$ cat src/rtl/pps_pkg.sv
// ----------------------------------------------------------------------------
// pps_pkg
// Types and codes shared by the preemptive priority scheduler.
// ----------------------------------------------------------------------------
package pps_pkg;

   localparam int DefTableDepth = 16;

   localparam int IdWidth   = 8;
   localparam int RemWidth  = 16;
   localparam int PrioWidth = 8;

   // request kinds
   localparam logic KIND_ARRIVE = 1'b0;
   localparam logic KIND_TICK   = 1'b1;

   // result status codes
   localparam logic [1:0] STATUS_OK         = 2'd0;
   localparam logic [1:0] STATUS_TABLE_FULL = 2'd1;
   localparam logic [1:0] STATUS_ZERO_BURST = 2'd2;

   typedef struct packed {
      logic [IdWidth-1:0]   id;
      logic [RemWidth-1:0]  rem;
      logic [PrioWidth-1:0] prio;
   } entry_type;

endpackage

$ cat src/rtl/preemptive_priority_scheduler.sv
// ----------------------------------------------------------------------------
// preemptive_priority_scheduler
// Event driven preemptive priority scheduler with a scanned ready table.
// ----------------------------------------------------------------------------
// One request word is taken at a time and answered by exactly one response
// word. An idle tick, a tick that leaves work remaining, a zero-burst arrival
// and an arrival on an idle CPU pass from DECIDE straight to RESP. An arrival
// on a busy CPU, and a tick that finishes the running process, walk the ready
// table through its single read port and one shared priority comparator, one
// slot per cycle, then pass through APPLY to RESP. The response sits in an
// output register; req_ready is high only while the sequencer is idle, and a
// response waiting on rsp_ready holds the sequencer before it loads the next
// one.
module preemptive_priority_scheduler
#(
   parameter int TABLE_DEPTH = pps_pkg::DefTableDepth
)
(
   input  logic                           clock,
   input  logic                           reset,
   input  logic                           req_valid,
   output logic                           req_ready,
   input  logic                           req_kind,
   input  logic [pps_pkg::IdWidth-1:0]    req_proc_id,
   input  logic [pps_pkg::RemWidth-1:0]   req_burst_len,
   input  logic [pps_pkg::PrioWidth-1:0]  req_prio_level,
   output logic                           rsp_valid,
   input  logic                           rsp_ready,
   output logic                           rsp_cpu_busy,
   output logic [pps_pkg::IdWidth-1:0]    rsp_running_id,
   output logic                           rsp_switched,
   output logic                           rsp_finished,
   output logic [pps_pkg::IdWidth-1:0]    rsp_finished_id,
   output logic [1:0]                     rsp_status
);
   import pps_pkg::*;

   localparam int IW = $clog2(TABLE_DEPTH);
   localparam int CW = $clog2(TABLE_DEPTH + 1);

   localparam logic [2:0] ST_IDLE   = 3'd0;
   localparam logic [2:0] ST_DECIDE = 3'd1;
   localparam logic [2:0] ST_SCAN   = 3'd2;
   localparam logic [2:0] ST_APPLY  = 3'd3;
   localparam logic [2:0] ST_RESP   = 3'd4;

   logic [2:0] state_ff, state_in;

   // latched request
   logic                 rq_kind_ff, rq_kind_in;
   logic [IdWidth-1:0]   rq_id_ff, rq_id_in;
   logic [RemWidth-1:0]  rq_blen_ff, rq_blen_in;
   logic [PrioWidth-1:0] rq_prio_ff, rq_prio_in;

   // running process
   logic      cur_valid_ff, cur_valid_in;
   entry_type cur_ff, cur_in;

   // ready table: valid bits in flops, payload in memory
   logic [TABLE_DEPTH-1:0] slot_valid_ff, slot_valid_in;
   entry_type              mem [TABLE_DEPTH];
   logic                   mem_we;
   logic [IW-1:0]          mem_waddr;
   entry_type              mem_wdata;
   entry_type              rd_data_ff;

   // scan pipeline
   logic [CW-1:0] cnt_ff, cnt_in;
   logic          rd_pend_ff, rd_pend_in;
   logic [IW-1:0] rd_idx_ff, rd_idx_in;
   logic          rd_slot_vld_ff, rd_slot_vld_in;

   logic                 free_found_ff, free_found_in;
   logic [IW-1:0]        free_idx_ff, free_idx_in;
   logic                 best_found_ff, best_found_in;
   logic [IW-1:0]        best_idx_ff, best_idx_in;
   entry_type            best_ff, best_in;

   // staged result flags
   logic               sw_ff, sw_in;
   logic               fin_ff, fin_in;
   logic [IdWidth-1:0] fin_id_ff, fin_id_in;
   logic [1:0]         status_ff, status_in;

   // output register
   logic               rsp_valid_ff, rsp_valid_in;
   logic               rsp_busy_ff, rsp_busy_in;
   logic [IdWidth-1:0] rsp_run_id_ff, rsp_run_id_in;
   logic               rsp_sw_ff, rsp_sw_in;
   logic               rsp_fin_ff, rsp_fin_in;
   logic [IdWidth-1:0] rsp_fin_id_ff, rsp_fin_id_in;
   logic [1:0]         rsp_status_ff, rsp_status_in;

   entry_type arriving;

   always_comb begin
      arriving.id   = rq_id_ff;
      arriving.rem  = rq_blen_ff;
      arriving.prio = rq_prio_ff;

      state_in       = state_ff;
      rq_kind_in     = rq_kind_ff;
      rq_id_in       = rq_id_ff;
      rq_blen_in     = rq_blen_ff;
      rq_prio_in     = rq_prio_ff;
      cur_valid_in   = cur_valid_ff;
      cur_in         = cur_ff;
      slot_valid_in  = slot_valid_ff;
      cnt_in         = cnt_ff;
      rd_pend_in     = 1'b0;
      rd_idx_in      = rd_idx_ff;
      rd_slot_vld_in = rd_slot_vld_ff;
      free_found_in  = free_found_ff;
      free_idx_in    = free_idx_ff;
      best_found_in  = best_found_ff;
      best_idx_in    = best_idx_ff;
      best_in        = best_ff;
      sw_in          = sw_ff;
      fin_in         = fin_ff;
      fin_id_in      = fin_id_ff;
      status_in      = status_ff;
      rsp_valid_in   = rsp_valid_ff && !rsp_ready;
      rsp_busy_in    = rsp_busy_ff;
      rsp_run_id_in  = rsp_run_id_ff;
      rsp_sw_in      = rsp_sw_ff;
      rsp_fin_in     = rsp_fin_ff;
      rsp_fin_id_in  = rsp_fin_id_ff;
      rsp_status_in  = rsp_status_ff;
      mem_we         = 1'b0;
      mem_waddr      = free_idx_ff;
      mem_wdata      = arriving;

      unique case (state_ff)
         ST_IDLE: begin
            if (req_valid) begin
               rq_kind_in = req_kind;
               rq_id_in   = req_proc_id;
               rq_blen_in = req_burst_len;
               rq_prio_in = req_prio_level;
               state_in   = ST_DECIDE;
            end
         end

         ST_DECIDE: begin
            sw_in         = 1'b0;
            fin_in        = 1'b0;
            fin_id_in     = '0;
            status_in     = STATUS_OK;
            cnt_in        = '0;
            free_found_in = 1'b0;
            best_found_in = 1'b0;
            state_in      = ST_RESP;
            if (rq_kind_ff == KIND_ARRIVE) begin
               if (rq_blen_ff == '0) begin
                  status_in = STATUS_ZERO_BURST;
               end else if (!cur_valid_ff) begin
                  cur_valid_in = 1'b1;
                  cur_in       = arriving;
                  sw_in        = 1'b1;
               end else begin
                  state_in = ST_SCAN;
               end
            end else if (cur_valid_ff) begin
               cur_in.rem = cur_ff.rem - RemWidth'(1);
               if (cur_ff.rem == RemWidth'(1)) begin
                  state_in = ST_SCAN;
               end
            end
         end

         ST_SCAN: begin
            if (cnt_ff != CW'(TABLE_DEPTH)) begin
               rd_pend_in     = 1'b1;
               rd_idx_in      = cnt_ff[IW-1:0];
               rd_slot_vld_in = slot_valid_ff[cnt_ff[IW-1:0]];
               cnt_in         = cnt_ff + CW'(1);
            end else begin
               state_in = ST_APPLY;
            end
            // shared compare on the word read last cycle
            if (rd_pend_ff) begin
               if (!rd_slot_vld_ff && !free_found_ff) begin
                  free_found_in = 1'b1;
                  free_idx_in   = rd_idx_ff;
               end
               if (rd_slot_vld_ff && (!best_found_ff || rd_data_ff.prio < best_ff.prio)) begin
                  best_found_in = 1'b1;
                  best_idx_in   = rd_idx_ff;
                  best_in       = rd_data_ff;
               end
            end
         end

         ST_APPLY: begin
            state_in = ST_RESP;
            if (rq_kind_ff == KIND_ARRIVE) begin
               if (!free_found_ff) begin
                  status_in = STATUS_TABLE_FULL;
               end else begin
                  mem_we                     = 1'b1;
                  slot_valid_in[free_idx_ff] = 1'b1;
                  if (rq_prio_ff < cur_ff.prio) begin
                     // preempt: running process goes back to the table
                     mem_wdata = cur_ff;
                     cur_in    = arriving;
                     sw_in     = 1'b1;
                  end
               end
            end else begin
               fin_in    = 1'b1;
               fin_id_in = cur_ff.id;
               if (best_found_ff) begin
                  cur_in                     = best_ff;
                  slot_valid_in[best_idx_ff] = 1'b0;
                  sw_in                      = 1'b1;
               end else begin
                  cur_valid_in = 1'b0;
               end
            end
         end

         ST_RESP: begin
            if (!rsp_valid_ff || rsp_ready) begin
               rsp_valid_in  = 1'b1;
               rsp_busy_in   = cur_valid_ff;
               rsp_run_id_in = cur_valid_ff ? cur_ff.id : '0;
               rsp_sw_in     = sw_ff;
               rsp_fin_in    = fin_ff;
               rsp_fin_id_in = fin_id_ff;
               rsp_status_in = status_ff;
               state_in      = ST_IDLE;
            end
         end

         default: begin
            state_in = ST_IDLE;
         end
      endcase
   end

   // control state
   always_ff @(posedge clock) begin
      if (reset) begin
         state_ff      <= ST_IDLE;
         cur_valid_ff  <= 1'b0;
         slot_valid_ff <= '0;
         rsp_valid_ff  <= 1'b0;
         rd_pend_ff    <= 1'b0;
      end else begin
         state_ff      <= state_in;
         cur_valid_ff  <= cur_valid_in;
         slot_valid_ff <= slot_valid_in;
         rsp_valid_ff  <= rsp_valid_in;
         rd_pend_ff    <= rd_pend_in;
      end
   end

   // payload
   always_ff @(posedge clock) begin
      rq_kind_ff     <= rq_kind_in;
      rq_id_ff       <= rq_id_in;
      rq_blen_ff     <= rq_blen_in;
      rq_prio_ff     <= rq_prio_in;
      cur_ff         <= cur_in;
      cnt_ff         <= cnt_in;
      rd_idx_ff      <= rd_idx_in;
      rd_slot_vld_ff <= rd_slot_vld_in;
      free_found_ff  <= free_found_in;
      free_idx_ff    <= free_idx_in;
      best_found_ff  <= best_found_in;
      best_idx_ff    <= best_idx_in;
      best_ff        <= best_in;
      sw_ff          <= sw_in;
      fin_ff         <= fin_in;
      fin_id_ff      <= fin_id_in;
      status_ff      <= status_in;
      rsp_busy_ff    <= rsp_busy_in;
      rsp_run_id_ff  <= rsp_run_id_in;
      rsp_sw_ff      <= rsp_sw_in;
      rsp_fin_ff     <= rsp_fin_in;
      rsp_fin_id_ff  <= rsp_fin_id_in;
      rsp_status_ff  <= rsp_status_in;
   end

   // ready table memory, one write and one registered read port
   always_ff @(posedge clock) begin
      if (mem_we) begin
         mem[mem_waddr] <= mem_wdata;
      end
      rd_data_ff <= mem[cnt_ff[IW-1:0]];
   end

   assign req_ready       = (state_ff == ST_IDLE);
   assign rsp_valid       = rsp_valid_ff;
   assign rsp_cpu_busy    = rsp_busy_ff;
   assign rsp_running_id  = rsp_run_id_ff;
   assign rsp_switched    = rsp_sw_ff;
   assign rsp_finished    = rsp_fin_ff;
   assign rsp_finished_id = rsp_fin_id_ff;
   assign rsp_status      = rsp_status_ff;

endmodule
$ cat config.mk
export PLATFORM = sky130hd
export DESIGN_NAME = preemptive_priority_scheduler
export DESIGN_NICKNAME = d
export VERILOG_FILES = /design/src/rtl/pps_pkg.sv /design/src/rtl/preemptive_priority_scheduler.sv
export SDC_FILE = /design/constraint.sdc
export NUM_CORES = 1
export LEC_CHECK = 0
export BUFFER_PORTS_ARGS = -buffer_cell sky130_fd_sc_hd__buf_4
export CAP_MARGIN = 20
export CORE_MARGIN = 1.5
export CORE_UTILIZATION = 62
export CTS_CLUSTER_SIZE = 14
export DETAILED_ROUTE_END_ITERATION = 6
export PLACE_DENSITY = 0.79
export SYNTH_ARGS = -nofsm -noshare
export SYNTH_HDL_FRONTEND = slang
export SYNTH_SLANG_ARGS = --single-unit
$ cat constraint.sdc
create_clock -name clock -period 5.6 [get_ports clock]
set_input_delay 0.84 -clock clock [delete_from_list [all_inputs] [get_ports clock]]
set_output_delay 0.84 -clock clock [all_outputs]
set_load 0.03 [all_outputs]
**Yosys cells after proc, flatten, opt, wreduce, memory -nomap -nowiden**

Memories as Yosys holds them, arrays and structs flattened. A register that Yosys moved wholly into a read port is not among the register bits.
Index checks and enable logic that the tools add are counted.
Widths: inputs -> output; s select.

- Equality and inequality tests: 27
- Reductions and logical operators: 34
- Muxes and demuxes: 71
- Magnitude comparators: 7
- Bitwise logic cells: 4
- Add/subtract/negate cells: 2

Operator list:

| kind | count |
|---|---|
| $mux 32 | 10 |
| $mux 16 | 5 |
| $pmux 32 s2 | 1 |
| $ne 2x2->1 const B | 14 |
| $mux 1 | 27 |
| $mux 3 | 8 |
| $mux 8 | 3 |
| $reduce_and 3->1 | 7 |
| $ne 3x3->1 const B | 6 |
| $and 16x16->16 | 1 |
| $eq 16x1->1 const B | 1 |
| $logic_not 16->1 | 1 |
| $lt 8x8->1 | 2 |
| $not 16->16 | 1 |
| $or 16x16->16 | 1 |
| $pmux 8 s2 | 1 |
| $sub 16x1->16 const B | 1 |
| $lt 4x5->1 const B | 3 |
| $pmux 3 s5 | 1 |
| $reduce_and 7->1 | 2 |
| $pmux 1 s2 | 5 |
| $pmux 5 s2 | 1 |
| $reduce_and 2->1 | 5 |
| $demux 1 s4 | 2 |
| 20 further kinds | 36 |

- Word-level logic and storage cells: 178
- Memories kept: 1
- Bits in registers: 172
- Memory bits (writable): 512
- Output and inout port bits: 23

Memory list:

| name | words | width | rd ports | clocked after Yosys merged registers in | write ports | RTL line | text |
|---|---|---|---|---|---|---|---|
| mem | 16 | 32 | 1 | 1 | 1 | preemptive_priority_scheduler.sv:61 | `entry_type mem [TABLE_DEPTH];` |

**Depth between registers and ports, before layout**

- Depth after elaboration: 8
- Depth in mapped cells: 9

**Worst setup path before layout**

Ideal clock, no wire load.

- Path type: reg2reg
- From: register best_ff[1] (netlist name)
- To: register best_ff[0] (netlist name) (enable)
- Arrival: 3.556 ns
- Cell stages (with the launch flop): 6
- Library setup time: 0.474 ns
- Slack: 1.570 ns
- Period minus slack after synthesis: 4.030 ns
- Path buffers: 0
- Cell sequence: edfxtp_1 > inv_1 > ha_1 > a2111oi_0 > nor3_1 > nor3_1

- Cells in the longest elaborated chain, start to end: 4

RTL lines:

| item | RTL line | text |
|---|---|---|
| from (decl) | preemptive_priority_scheduler.sv:77 | `entry_type best_ff, best_in;` |
| from (signal assigned) | preemptive_priority_scheduler.sv:272 | `best_ff <= best_in;` |
| $lt 8x8->1 | preemptive_priority_scheduler.sv:186 | `if (rd_slot_vld_ff && (!best_found_ff \|\| rd_data_ff.prio < best_ff.prio)) begin` |
| $logic_or 1x1->1 | preemptive_priority_scheduler.sv:186 |  |
| $logic_and 1x1->1 | preemptive_priority_scheduler.sv:186 |  |
| $reduce_and 3->1 (no line) | n/a |  |

Every way passes these cells.
A chain may end at the register's enable or synchronous reset.

==> reports/metrics.cfg <==
[status]
status=completed

[finish]
area.growth.synth_to_final_pct=13.1
layout.nets=1481
final_cell_mix=edfxtp_1, mux4_2, buf_4
antenna_cells=0
final_common_cell=edfxtp_1
fill_cells=2534
drive_gt1_frac=0.264

[floorplanning]
rows=77
die_h_um=214
dieArea_um2=45700
die_w_um=214
core-area_um2=44000
num_io_pins=60
start_util=0.626

[power_and_ir_drop]
powerDensity_nw_per_um2=358
p_comb_frac=0.036
swShare=0.200
internal-power_mw=8.92
clock_power_share=0.428
switchingPower_mw=2.23
p_leak_nw=10.1
peakVddDrop_mv=0.269
p_seq_frac=0.536

[detailed_routing]
ant_nets=0
drt_pass1_iterations=5
drc=0
drt_iter0_drc=1726
num_vias=13669
wl_mm=61.0
routed_via_density=6.59
wl_per_cell_um=29.4

[clock_network]
clock-sinks=716
cts_root_buf=clkbuf_16
hold_buffers=0
cts_tree=done
path_clk_slew_ns=0.06
cts.repair.resized=0
post_cts_buffers=0
cts_max_level=3
clock_path_buffers=3
clkLatencyLatePin_ns=0.60
cts_made_buffers=70

[place]
place.gp.congestion=0.883
place_hpwl_mm=32.5
port-buffer-count=59

[global_routing]
grt_pass1_vias=13671
grt_max_degree=137
antenna_found_initial=0
grt_usage=0.279
gr-total-overflow=0
grt_pass1_wl_mm=89.7

[worst_setup_path]
cp-start-kind=flip-flop
crit_fanout=17
setup.worst_path.end_class=flip-flop
crit_required_ns=5.85
arrival_ns=3.69
path_class=flip-flop to flip-flop

[logic_synthesis]
synth_cells=1327
async_flop_share=0
syn_nets=1382
synth_cell_types=63
avgSynthCellArea_um2=20.8
yosys_warnings=0
synth_top_area_cell=edfxtp_1
ys_ff_latch=716
synth-main-ff-cell=edfxtp_1
synthesis.area_um2=27600
synth_top_area_frac=0.721
synth_area_leaders=edfxtp_1, mux4_2, dfxtp_1
yosysSeqAreaShare=0.761
synth_edf_count=662

[sta]
rsz0062_at_grt=false
layout_min_cycle_time_ns=3.44
worst_pin_slew_ns=0.994
fmax_mhz=291
fin_tns_setup_ns=0
hold_slack_ns=0.403
finalClockSkew_ns=0.0213
hold_viol=0
drv_slew=0
finalSetupViolations=0
fin_crit_sh=0.614
slew-limit-headroom=0.336

[min_path]
hp-class=flip-flop to flip-flop

[run]
maxCapViolCount=0

-- power groups by stage --
stage	Combinational [mW]	Clock (mW)	Sequential, mW
CTS	0.405	4.82	5.97
finish	0.406	4.77	5.97
floorplan	0.274	0	6.06
global route	0.438	5.00	5.97
detailed placement	0.399	0	6.08
global placement	0.385	0	6.08
-- worst paths after layout --
check,depth (start not counted),slack [ns],startpoint,endpoint
setup / recovery,6,2.16,rq_prio_ff[7],mem[0][3]
hold / removal,0,0.40,rd_data_ff[10],best_ff[10]
setup reg to reg,6,2.16,rq_prio_ff[7],mem[0][3]
hold reg to reg,0,0.40,rd_data_ff[10],best_ff[10]
-- metal layers --
| metal | up-vias | global-route usage | wire, um |
|---|---|---|---|
| li1 | 5662 | - | - |
| met1 | 7047 | 0.404 | 23600 |
| met2 | 853 | 0.431 | 29100 |
| met3 | 107 | 0.0694 | 6900 |
| met4 | 0 | 0.0821 | 1430 |
| met5 | - | 0 | 0 |
-- critical path, cell delays in order, from the launching register on --
cell and delay (ns):
edfxtp_1 0.44, ha_1 0.38, and4_1 0.24, a2111oi_4 0.31, o311a_2 0.66, buf_4 0.45
mux2_1 0.59
-- synth_stat cells, types with 15 or more instances --
cell	number
a21oi_1	23
and2_1	19
clkbuf_1	35
dfxtp_1	54
edfxtp_1	662
ha_1	18
inv_1	30
mux2_1	40
mux4_2	165
nand2_1	32
nand3_1	15
nor2_1	40
nor3_1	26
-- stage by stage --
stage	std cells	power, mW	cell area (um^2)	setup WS, ns	utilization
3_5_place_dp	1944	6.48	28800	2.22	0.654
4_1_cts	2073	11.2	31100	2.20	0.707
6_report	2075	11.1	31200	2.16	0.708
3_3_place_gp	1944	6.47	28800	2.31	0.654
5_1_grt	2075	11.4	31200	2.07	0.708
2_1_floorplan	1327	6.34	27600	1.57	-
-- registers in the layout, summed over array words and instances, names as in the netlist, 2 cells and up --
register,cells
fin_id_ff,8
best_idx_ff,4
rq_id_ff,8
state_ff,3
rsp_finished_id,8
mem,512
slot_valid_ff,16
free_idx_ff,4
rsp_running_id,8
rd_idx_ff,4
cnt_ff,5
rq_blen_ff,16
rd_data_ff,32
status_ff,2
best_ff,32
rq_prio_ff,8
cur_ff,32
rsp_status,2
-- layout make-up --
type                            instances  area (um^2)  area share
Clock buffer                           94         1960      0.0628
Clock inverter                         35          387      0.0124
Inverter                               36          135     0.00434
Multi-Input combinational cell        512         6260       0.201
Sequential cell                       716        21000       0.673
Tap cell                              592          741      0.0238
Timing Repair Buffer                   90          726      0.0233
-- kinds of logic after synthesis --
family	synth area share
adders and majority gates	0.00817
AOI/OAI and AO/OA	0.0213
xor gates and xnor gates	0.00350
and+or+nand+nor	0.0374
DFF	0.761
buffers and inverters	0.0169
muxes	0.152
(Power assumes the default switching activity.)
